==> src/rtl/qoi_pkg.sv <==
// ---------------------------------------------------------------------------
// QOI decoder package
// Shared types and chunk codes for the QOI chunk-stream decoder.
// ---------------------------------------------------------------------------
package qoi_pkg;

   localparam logic [7:0] OP_RGB  = 8'hfe;
   localparam logic [7:0] OP_RGBA = 8'hff;
   localparam logic [1:0] TAG_INDEX = 2'b00;
   localparam logic [1:0] TAG_DIFF  = 2'b01;
   localparam logic [1:0] TAG_LUMA  = 2'b10;
   localparam logic [1:0] TAG_RUN   = 2'b11;
   localparam logic [31:0] PIXEL_RESET = 32'hff000000;
   localparam int INDEX_BITS = 6;

   // controller to datapath
   typedef struct packed {
      logic clear;      // clear image state (index, pixel, chunk, position)
      logic take_byte;  // decode accepted byte into the pixel
      logic load_out;   // load output register from current pixel
   } dp_cmd_type;

   // datapath to controller
   typedef struct packed {
      logic       pixel_made; // the byte just taken completed a chunk
      logic [6:0] count;      // pixels that chunk asks for
      logic       image_done;
      logic       last_pos;   // current position is last of image
      logic       need_fetch; // byte on the port is an index op, read first
   } dp_status_type;

endpackage

==> src/rtl/qoi_datapath.sv <==
// ---------------------------------------------------------------------------
// QOI decoder datapath
// Chunk assembly, colour index, current pixel, position counters and the
// output register.
// ---------------------------------------------------------------------------
module qoi_datapath #(
   parameter int DIMENSION_BITS = 16
) (
   input  logic                       clock,
   input  logic                       reset,
   input  logic                       csr_write,
   input  logic                       csr_index,
   input  logic [DIMENSION_BITS-1:0]  csr_data,
   input  logic [7:0]                 byte_in,
   input  qoi_pkg::dp_cmd_type        cmd,
   output qoi_pkg::dp_status_type     status,
   output logic [31:0]                out_pixel,
   output logic                       out_row_end,
   output logic                       out_image_end
);
   import qoi_pkg::*;

   logic [DIMENSION_BITS-1:0] width_ff, height_ff, col_ff, col_in, row_ff, row_in;
   logic [31:0] pix_ff, pix_in;
   logic [7:0]  opc_ff, opc_in;
   logic [2:0]  pend_ff, pend_in;
   logic [23:0] gath_ff, gath_in;
   logic        done_ff, done_in;
   logic [63:0] valid_ff, valid_in;
   logic [31:0] index_mem [64];
   logic [31:0] rd_ff;
   logic        rdv_ff;
   logic [31:0] out_ff;
   logic        rend_ff, iend_ff;
   logic [DIMENSION_BITS-1:0] w_lim, h_lim;
   logic        re, ie, made;
   logic [6:0]  count;
   logic [31:0] idx_rd;
   logic [7:0]  r, g, b, a, vg;
   logic [INDEX_BITS-1:0] hash;
   logic [9:0]  hsum;

   // dimension registers, zero acts as one
   always_ff @(posedge clock) begin
      if (reset) begin
         width_ff  <= DIMENSION_BITS'(1);
         height_ff <= DIMENSION_BITS'(1);
      end else if (csr_write) begin
         if (csr_index) height_ff <= csr_data;
         else           width_ff  <= csr_data;
      end
   end
   assign w_lim = (width_ff  == '0) ? '0 : width_ff  - DIMENSION_BITS'(1);
   assign h_lim = (height_ff == '0) ? '0 : height_ff - DIMENSION_BITS'(1);
   assign re = col_ff >= w_lim;
   assign ie = re && (row_ff >= h_lim);

   // index read data from the cycle before, entry not yet written reads zero
   assign idx_rd = rdv_ff ? rd_ff : '0;

   // chunk decode
   always_comb begin
      r = pix_ff[7:0]; g = pix_ff[15:8]; b = pix_ff[23:16]; a = pix_ff[31:24];
      vg = 8'({2'b00, opc_ff[5:0]}) - 8'd32;
      made = 1'b0;
      count = 7'd1;
      opc_in = opc_ff; pend_in = pend_ff; gath_in = gath_ff;
      if (pend_ff != 3'd0) begin
         pend_in = pend_ff - 3'd1;
         if (pend_in != 3'd0) begin
            gath_in = {gath_ff[15:0], byte_in};
         end else begin
            made = 1'b1;
            gath_in = '0;
            if (opc_ff == OP_RGB) begin
               r = gath_ff[15:8]; g = gath_ff[7:0]; b = byte_in;
            end else if (opc_ff == OP_RGBA) begin
               r = gath_ff[23:16]; g = gath_ff[15:8]; b = gath_ff[7:0]; a = byte_in;
            end else begin
               r = r + vg - 8'd8 + {4'd0, byte_in[7:4]};
               g = g + vg;
               b = b + vg - 8'd8 + {4'd0, byte_in[3:0]};
            end
         end
      end else if (byte_in == OP_RGB || byte_in == OP_RGBA) begin
         opc_in = byte_in;
         pend_in = (byte_in == OP_RGB) ? 3'd3 : 3'd4;
         gath_in = '0;
      end else begin
         case (byte_in[7:6])
            TAG_LUMA: begin
               opc_in = byte_in; pend_in = 3'd1; gath_in = '0;
            end
            TAG_INDEX: begin
               made = 1'b1;
               {a, b, g, r} = idx_rd;
            end
            TAG_DIFF: begin
               made = 1'b1;
               r = r + {6'd0, byte_in[5:4]} - 8'd2;
               g = g + {6'd0, byte_in[3:2]} - 8'd2;
               b = b + {6'd0, byte_in[1:0]} - 8'd2;
            end
            default: begin
               made = 1'b1;
               count = {1'b0, byte_in[5:0]} + 7'd1;
            end
         endcase
      end
   end

   assign hsum = 10'(r) * 10'd3 + 10'(g) * 10'd5 + 10'(b) * 10'd7 + 10'(a) * 10'd11;
   assign hash = hsum[INDEX_BITS-1:0];

   // state update
   always_comb begin
      pix_in = pix_ff; col_in = col_ff; row_in = row_ff; done_in = done_ff;
      valid_in = valid_ff;
      if (cmd.take_byte && made) begin
         pix_in = {a, b, g, r};
         valid_in[hash] = 1'b1;
      end
      if (cmd.load_out) begin
         if (re) begin
            col_in = '0;
            if (ie) done_in = 1'b1;
            else    row_in = row_ff + DIMENSION_BITS'(1);
         end else begin
            col_in = col_ff + DIMENSION_BITS'(1);
         end
      end
   end

   always_ff @(posedge clock) begin
      if (reset || cmd.clear) begin
         pix_ff <= PIXEL_RESET; opc_ff <= '0; pend_ff <= '0; gath_ff <= '0;
         col_ff <= '0; row_ff <= '0; done_ff <= 1'b0; valid_ff <= '0;
      end else begin
         pix_ff <= pix_in; col_ff <= col_in; row_ff <= row_in; done_ff <= done_in;
         valid_ff <= valid_in;
         if (cmd.take_byte) begin
            opc_ff <= opc_in; pend_ff <= pend_in; gath_ff <= gath_in;
         end
      end
   end

   // colour index memory
   always_ff @(posedge clock) begin
      if (cmd.take_byte && made) index_mem[hash] <= {a, b, g, r};
   end

   // registered index read at the address on the port
   always_ff @(posedge clock) begin
      rd_ff  <= index_mem[byte_in[5:0]];
      rdv_ff <= valid_ff[byte_in[5:0]];
   end

   // output register
   always_ff @(posedge clock) begin
      if (cmd.load_out) begin
         out_ff  <= pix_ff;
         rend_ff <= re;
         iend_ff <= ie;
      end
   end

   assign status.pixel_made = made;
   assign status.count      = count;
   assign status.image_done = done_ff;
   assign status.last_pos   = ie;
   assign status.need_fetch = (pend_ff == 3'd0) && (byte_in[7:6] == TAG_INDEX);
   assign out_pixel     = out_ff;
   assign out_row_end   = rend_ff;
   assign out_image_end = iend_ff;

endmodule

==> src/rtl/qoi_control.sv <==
// ---------------------------------------------------------------------------
// QOI decoder controller
// Accepts bytes, sequences the pixels of each chunk or run onto the output.
// ---------------------------------------------------------------------------
module qoi_control (
   input  logic                    clock,
   input  logic                    reset,
   input  logic                    req_valid,
   output logic                    req_ready,
   input  logic                    req_image_start,
   output logic                    rsp_valid,
   input  logic                    rsp_ready,
   output logic                    rsp_run_last,
   input  qoi_pkg::dp_status_type  status,
   output qoi_pkg::dp_cmd_type     cmd
);
   import qoi_pkg::*;

   typedef enum logic [1:0] {S_TAKE, S_START, S_FETCH, S_EMIT} state_type;

   state_type   state_ff, state_in;
   logic [6:0]  left_ff, left_in;
   logic        valid_ff, valid_in, last_ff, last_in;
   logic        out_free, more;

   assign out_free = !valid_ff || rsp_ready;

   // a byte waits on the port while the state is cleared or an index entry is read
   always_comb begin
      case (state_ff)
         S_TAKE:  req_ready = !req_image_start &&
                              (status.image_done || !status.need_fetch);
         S_START: req_ready = !status.need_fetch;
         S_FETCH: req_ready = 1'b1;
         default: req_ready = 1'b0;
      endcase
   end

   // S_TAKE: accept byte; image start clears first (S_START), index op reads first (S_FETCH)
   always_comb begin
      state_in = state_ff; left_in = left_ff;
      valid_in = valid_ff && !rsp_ready; last_in = last_ff;
      cmd = '0;
      more = 1'b0;
      case (state_ff)
         S_TAKE: begin
            if (req_valid) begin
               if (req_image_start) begin
                  cmd.clear = 1'b1;
                  state_in = S_START;
               end else if (!status.image_done) begin
                  if (status.need_fetch) begin
                     state_in = S_FETCH;
                  end else begin
                     cmd.take_byte = 1'b1;
                     if (status.pixel_made) begin
                        left_in = status.count;
                        state_in = S_EMIT;
                     end
                  end
               end
            end
         end
         S_START: begin
            // byte held back is still on the port, since ready was low
            if (status.need_fetch) begin
               state_in = S_FETCH;
            end else begin
               cmd.take_byte = 1'b1;
               if (status.pixel_made) begin
                  left_in = status.count;
                  state_in = S_EMIT;
               end else begin
                  state_in = S_TAKE;
               end
            end
         end
         S_FETCH: begin
            // index entry now read, byte taken
            cmd.take_byte = 1'b1;
            if (status.pixel_made) begin
               left_in = status.count;
               state_in = S_EMIT;
            end else begin
               state_in = S_TAKE;
            end
         end
         S_EMIT: begin
            if (out_free) begin
               cmd.load_out = 1'b1;
               more = (left_ff != 7'd1) && !status.last_pos;
               valid_in = 1'b1;
               last_in = !more;
               left_in = left_ff - 7'd1;
               if (!more) state_in = S_TAKE;
            end
         end
         default: state_in = S_TAKE;
      endcase
   end

   always_ff @(posedge clock) begin
      if (reset) begin
         state_ff <= S_TAKE; left_ff <= '0;
         valid_ff <= 1'b0; last_ff <= 1'b0;
      end else begin
         state_ff <= state_in; left_ff <= left_in;
         valid_ff <= valid_in; last_ff <= last_in;
      end
   end

   assign rsp_valid    = valid_ff;
   assign rsp_run_last = last_ff;

endmodule

==> src/rtl/qoi_image_decoder_core.sv <==
// ---------------------------------------------------------------------------
// QOI image decoder core
// Decodes the chunk stream of a QOI image into RGBA pixels.
// ---------------------------------------------------------------------------
// One byte is taken per cycle while it does not complete a chunk. A byte
// that completes a chunk then holds the input while its pixels (one, or up
// to 62 for a run) go out one at a time through the single output
// register, and while the result side stalls. An index byte also waits
// for the colour index read, and a byte with image_start set for the
// state clear. Bytes after the last pixel of the image are taken and
// dropped until image_start.
module qoi_image_decoder_core #(
   parameter int DIMENSION_BITS = 16
) (
   input  logic                      clock,
   input  logic                      reset,
   input  logic                      csr_write,
   input  logic                      csr_index,
   input  logic [DIMENSION_BITS-1:0] csr_data,
   input  logic                      req_valid,
   output logic                      req_ready,
   input  logic [7:0]                req_data_byte,
   input  logic                      req_image_start,
   output logic                      rsp_valid,
   input  logic                      rsp_ready,
   output logic [7:0]                rsp_red,
   output logic [7:0]                rsp_green,
   output logic [7:0]                rsp_blue,
   output logic [7:0]                rsp_alpha,
   output logic                      rsp_run_last,
   output logic                      rsp_row_end,
   output logic                      rsp_image_end
);
   import qoi_pkg::*;

   dp_cmd_type    cmd;
   dp_status_type status;
   logic [31:0]   pixel;

   qoi_control u_ctrl (
      .clock, .reset, .req_valid, .req_ready, .req_image_start,
      .rsp_valid, .rsp_ready, .rsp_run_last, .status, .cmd
   );

   qoi_datapath #(.DIMENSION_BITS(DIMENSION_BITS)) u_dp (
      .clock, .reset, .csr_write, .csr_index, .csr_data,
      .byte_in(req_data_byte), .cmd, .status,
      .out_pixel(pixel), .out_row_end(rsp_row_end), .out_image_end(rsp_image_end)
   );

   assign rsp_red   = pixel[7:0];
   assign rsp_green = pixel[15:8];
   assign rsp_blue  = pixel[23:16];
   assign rsp_alpha = pixel[31:24];

endmodule

==> config.mk <==
export PLATFORM = sky130hd
export DESIGN_NAME = qoi_image_decoder_core
export DESIGN_NICKNAME = d
export VERILOG_FILES = /design/src/rtl/qoi_pkg.sv /design/src/rtl/qoi_datapath.sv /design/src/rtl/qoi_control.sv /design/src/rtl/qoi_image_decoder_core.sv
export SDC_FILE = /design/constraint.sdc
export NUM_CORES = 2
export LEC_CHECK = 0
export BUFFER_PORTS_ARGS = -buffer_cell sky130_fd_sc_hd__buf_2
export CAP_MARGIN = 5
export CORE_MARGIN = 2
export CORE_UTILIZATION = 55
export DETAILED_ROUTE_END_ITERATION = 6
export HOLD_SLACK_MARGIN = 0.02
export PLACE_DENSITY = 0.71
export SLEW_MARGIN = 20
export SYNTH_ARGS = -nofsm -noshare
export SYNTH_HDL_FRONTEND = slang
export SYNTH_SLANG_ARGS = --single-unit
==> constraint.sdc <==
create_clock -name clock -period 43.7 [get_ports clock]
set_input_delay 2.185 -clock clock [delete_from_list [all_inputs] [get_ports clock]]
set_output_delay 2.185 -clock clock [all_outputs]
set_load 0.02 [all_outputs]
# Word level (Yosys, flattened, before mapping)
# Memories as Yosys holds them, arrays and structs flattened. A register that Yosys moved wholly into a read port is not among the register bits.
# Index checks and enable logic that the tools add are counted.
[op_classes]
addsub = 24
n_mul = 4
magnitude_cmp = 5
n_eq_ne = 17
n_mux = 80
n_bitwise = 4
n_reduce_logical = 36
[ops]
columns = ["operator", "count"]
rows = [
  ["$mux W8", 23],
  ["$mux W24", 4],
  ["$or A64 B64 Y64", 1],
  ["$mux W7", 9],
  ["$mux W16", 3],
  ["$pmux W8 S2", 3],
  ["$add A16 B1 Y16 const B", 2],
  ["$eq A8 B8 Y1 const B", 4],
  ["$ge A16 B16 Y1", 2],
  ["$logic_not A16 Y1", 2],
  ["$mux W32", 1],
  ["$sub A16 B1 Y16 const B", 2],
  ["$pmux W7 S4", 1],
  ["$add A8 B2 Y8", 3],
  ["$add A8 B8 Y8", 3],
  ["$sub A8 B2 Y8 const B", 3],
  ["$mux W2", 10],
  ["$add A6 B6 Y6", 3],
  ["$mux W1", 17],
  ["$add A8 B4 Y8", 2],
  ["$mul A8 B3 Y6 const B", 2],
  ["$sub A8 B4 Y8 const B", 2],
  ["$lt A6 B7 Y1 const B", 2],
  ["$mux W3", 4],
  ["other kinds (31)", 62],
]
[word_totals]
regBits = 242
ramBits = 2048
inputBits = 31
out_inout_bits = 37
n_memories = 1
[memory_table]
columns = ["memory", "words", "word_bits", "rd", "rd_ports_with_merged_regs", "wr", "line", "text"]
rows = [
  ["u_dp.index_mem", 64, 32, 1, 1, 1, "qoi_datapath.sv:30", "logic [31:0] index_mem [64];"],
]

# Depth between registers and ports, before layout
[logic_depth]
ltp_word = 17
mapped_depth = 31
depth_no_buf = 28

# Cells and area by module
# Synthesis repeated with hierarchy kept, for this count alone.
[hier_totals]
cells_unflattened = 4708
hier_area_um2 = 93543.5
[modules_own_cells]
columns = ["module", "instances", "cells_per_inst", "area_each_um2", "seq_area_each_um2"]
rows = [
  ["qoi_datapath", 1, 4601, 92723.9, 67104.4],
  ["qoi_control", 1, 107, 819.5, 220.2],
]

# Worst setup path after synthesis
# No wires, ideal clock.
[synth_path]
path_type = "in2reg"
from = "input req_data_byte[1]"
to = "memory u_dp.index_mem[59][0] (enable)"
setup_ns = 0.461
arrival_ns = 14.938
setup_slack_ns = 28.301
stages = 28
n_path_buf = 4
cell_sequence = "clkbuf_1 > clkbuf_1 > clkbuf_1 > inv_1 > ha_1 > inv_1 > ha_1 > fa_1 > a221oi_1 > a221oi_1 > inv_1 > fa_1 > fa_1 > fa_1 > fa_1 > fa_1 > inv_1 > ha_1 > a21o_1 > a21oi_1 > xnor3_1 > xnor2_2 > xnor2_2 > xnor3_1 > xnor3_2 > xnor2_2 > buf_4 > nor3_1"
[synth_between]
elab_chain_len = 8
elab_cells_between_ends = 33
[synth_lines]
columns = ["item", "line", "text"]
rows = [
  ["from (decl)", "qoi_image_decoder_core.sv:22", "input logic [7:0] req_data_byte,"],
  ["$add A8 B2 Y8 or $add A8 B4 Y8 (tied branches)", "qoi_datapath.sv:102, qoi_datapath.sv:82", ""],
  ["$sub A8 B2 Y8 or $mux W8 (tied branches)", "qoi_datapath.sv:102, qoi_datapath.sv:77", ""],
  ["$pmux W8 S2 or $mux W8 (tied branches)", "qoi_datapath.sv:90, qoi_datapath.sv:75", ""],
  ["$mux W8 (on tied branches)", "qoi_datapath.sv:85, qoi_datapath.sv:70", ""],
  ["$mux W8 (*)", "qoi_datapath.sv:68", "if (pend_ff != 3'd0) begin"],
  ["via u_dp.b[2]", "qoi_datapath.sv:39", "logic [7:0] r, g, b, a, vg;"],
  ["$mul A8 B3 Y6 (*)", "qoi_datapath.sv:112", "assign hsum = 10'(r) * 10'd3 + 10'(g) * 10'd5 + 10'(b) * 10'd7 + 10'(a) * 10'd11;"],
  ["$add A6 B6 Y6 (*) (2 in series)", "qoi_datapath.sv:112", ""],
  ["to (decl)", "qoi_datapath.sv:30", ""],
]
# Mark *: on every way through the listed nets, which the timed path passes. The rest lies on a longest branch.

# Worst setup path in the final report
[layout_path]
from = "input req_data_byte[6]"
to = "memory u_dp.index_mem[41][24] (enable)"
[layout_between]
elab_cells_between_ends = 41
[layout_rtl]
columns = ["item", "line", "text"]
rows = [
  ["$add A8 B4 Y8", "qoi_datapath.sv:80", "r = r + vg - 8'd8 + {4'd0, byte_in[7:4]};"],
  ["$mux W8", "qoi_datapath.sv:77", "end else if (opc_ff == OP_RGBA) begin"],
  ["$mux W8", "qoi_datapath.sv:75", "if (opc_ff == OP_RGB) begin"],
  ["$mux W8", "qoi_datapath.sv:70", "if (pend_in != 3'd0) begin"],
  ["$mux W8 (*)", "qoi_datapath.sv:68", ""],
  ["via u_dp.r[4]", "qoi_datapath.sv:39", ""],
  ["$mul A8 B2 Y6 (*)", "qoi_datapath.sv:112", ""],
  ["$add A6 B6 Y6 (*) (3 in series)", "qoi_datapath.sv:112", ""],
]
# Marked as above.

==> flow_summary_export.csv <==
group,metric,value,unit
global_routing,antenna_found_initial,25,
sta,max_slew_margin,23.8,%
clocking,clkSinkCount,2322,
setup_path,path_buf_inv,9,
routing,drtIter0Drc,7335,
clocking,cts_root_buf,"clkbuf_16",
clocking,cts_buffers,215,
sta,rsz0062_at_grt,"false",
yosys,netlist_top_cells_count,"2082 x edfxtp_1, 693 x mux4_2, 292 x nand2_1, 249 x nand3_1, 240 x dfxtp_1",
yosys,synth_area_leaders,"edfxtp_1 66%, mux4_2 17%, dfxtp_1 5.1%",
clocking,clock_latency,840,ps
floorplanning,design.core.area,171000,um^2
setup_path,start_kind,"primary input",
setup_path,reg2reg_slack,33110,ps
clocking,path_clk_slew,60,ps
yosys,ys.flop_type,"edfxtp_1",
routing,vias,50000,
sta,slew_viol_final,0,
yosys,yosysTopAreaCell,"edfxtp_1",
placed_design,numPortBuffers,67,
floorplanning,design.die.area,175000,um^2
sta,worst_slack,31800,ps
sta,hold_violations,0,
setup_path,crit_path_max_incr_delay,950,ps
floorplanning,die_w,418,um
clocking,cts_hold_buf,0,
yosys,yosysSeqAreaShare,71.2,%
yosys,yosysMostFrequentCell,"edfxtp_1",
global_routing,gr-total-overflow,0,
cells_and_area,drive_gt1_share,25.1,%
yosys,synth_nets,5164,
sta,min_period,11900,ps
sta,finalSetupViolations,0,
setup_path,worst-setup-path-type,"primary input to flop",
cells_and_area,fin_nets,5308,
yosys,synthDistinctLibCells,81,
routing,final_antenna_net_count,0,
clocking,postCtsSetupRepairBufs,0,
placed_design,gp_congestion,0.933,
cells_and_area,area_delta_synth_final,11.9,%
yosys,syn-cell-area,94500,um^2
global_routing,first_global_vias,48000,
global_routing,grt_first_pass_wirelength,347,mm
routing,drc,0,
clocking,clock_path_buffers,3,
cells_and_area,fill_cells,11700,
yosys,synth_top_cell_area_share,66.2,%
sta,finalSetupTns,0,ps
clocking,ctsResizeCount,0,
placed_design,place_ws,30950,ps
yosys,synthArstFlopShare,0,%
setup_path,crit_fanout,66,
yosys,synth_edf_count,2082,
floorplanning,fp.dieH,418,um
sta,skew,35.4,ps
sta,fin_crit_sh,27.2,%
routing,routed_wl,242,mm
run,drv_cap,0,
setup_path,critical_path.most_common_cell,"fa_1",
setup_path,cp.required,44190,ps
min_path,hp-class,"flop to flop",
floorplanning,start_util,55.2,%
cells_and_area,seqCellArea,67300,um^2
floorplanning,placementRows,152,
setup_path,crit_path_end_kind,"flop",
cells_and_area,multiInputGateArea,26500,um^2
placed_design,place_hpwl,146,mm
routing,first_pass_iters,6,
clocking,cts_tree,"built",
yosys,synth.avg_cell_area,19.0,um^2
sta,max_freq,84.1,MHz
global_routing,grt_max_degree,131,
clocking,htree_levels,4,
yosys,ys_ff_latch,2322,
routing,vias_per_cell,6.63,
setup_path,crit_arrival,12380,ps
routing,routedWlPerCell,32.1,um
global_routing,grtUsageTotal,27.9,%
yosys,syn_inst,4974,
floorplanning,io_pins,68,
setup_path,cpLargestDelayFamily,"adder cells",
outcome,outcome,"complete, no violations",
setup_path,worst_path_max_delay_cell,"nor3_2",
sta,max_slew.worst_pin.slew,1140,ps
yosys,synth_warnings,0,
## layer usage
metal | track usage, % | wire [um] | part of all wire, %
met1 | 41.1 | 96000 | 40
met3 | 5.80 | 25900 | 11
met4 | 8.80 | 8430 | 3.5
met2 | 42.2 | 111000 | 46
met5 | 0 | 53 | 0.022
## final timing paths
| path | from | endpoint | depth (start not counted) |
|---|---|---|---|
| worst max-delay path | req_data_byte[6] | u_dp.index_mem[41][24]$_DFFE_PP_ | 30 |
| worst min-delay path | u_dp.gath_ff[18]$_SDFFE_PP0P_ | u_dp.gath_ff[18]$_SDFFE_PP0P_ | 2 |
| worst max register to register | u_dp.pend_ff[0]$_SDFFE_PP0P_ | u_dp.index_mem[41][24]$_DFFE_PP_ | 27 |
| worst min register to register | u_dp.gath_ff[18]$_SDFFE_PP0P_ | u_dp.gath_ff[18]$_SDFFE_PP0P_ | 2 |
## worst min-delay path, delay by kind of cell (launching register included)
family | cells | cell delay, ps
AOI/OAI and AO/OA | 1 | 50
DFF | 1 | 310
and+or+nand+nor | 1 | 50
## logic make-up after synthesis
group,count (synthesis),synth area share [%]
flops,2322,71.2
simple gates,900,4.39
compound gates,369,2.48
mux,720,16.8
buf+inv,407,1.66
xor+xnor,97,1.01
fa+ha+maj,159,2.40
## flip-flops by register name, summed over array words and instances, names as in the netlist, 2 cells and up
signal / flops
u_dp.index_mem: 2048
u_dp.valid_ff: 64
u_dp.out_pixel: 32
u_dp.pix_ff: 32
u_dp.rd_ff: 32
u_dp.gath_ff: 24
u_dp.col_ff: 16
u_dp.height_ff: 16
u_dp.row_ff: 16
u_dp.width_ff: 16
u_dp.opc_ff: 8
u_ctrl.left_ff: 7
u_dp.pend_ff: 3
u_ctrl.state_ff: 2
## stage by stage
stage	util, %	std cells	hold WS [ps]	area, um^2
2_1_floorplan	-	4974	422	94500
3_3_place_gp	57.5	7115	438	98400
3_5_place_dp	57.6	7124	444	98600
4_1_cts	61.7	7524	451	106000
5_1_grt	61.8	7534	475	106000
6_report	61.8	7542	452	106000
## cell usage in the layout (no fill, tap or decap), types with 35 or more instances in the layout
master     count
clkinv_1      63
clkinv_2      35
nand2_1      291
buf_4        112
o21ai_0       48
xnor2_1       45
clkbuf_16    223
ha_1         122
edfxtp_1    2082
nor2_4        49
dfxtp_1      240
a21oi_1      158
nand3_1      249
inv_1        120
nor2_1       148
fa_1          37
mux4_2       693
clkbuf_1      40
xor2_1        39
buf_2         64
## layout make-up
class / instances / area share [%]
flip-flops and latches: 2322 / 63.7
repair buffers: 203 / 1.61
clock inverters: 136 / 1.14
diodes: 8 / 0.0189
clock buffers: 264 / 5.43
well taps: 2233 / 2.64
inverters: 131 / 0.473
multi-input cells: 2245 / 25.0
Power is left out: the tool's default activity adds up to more than one toggle a clock period on the data nets, which glitch-free logic cannot reach.
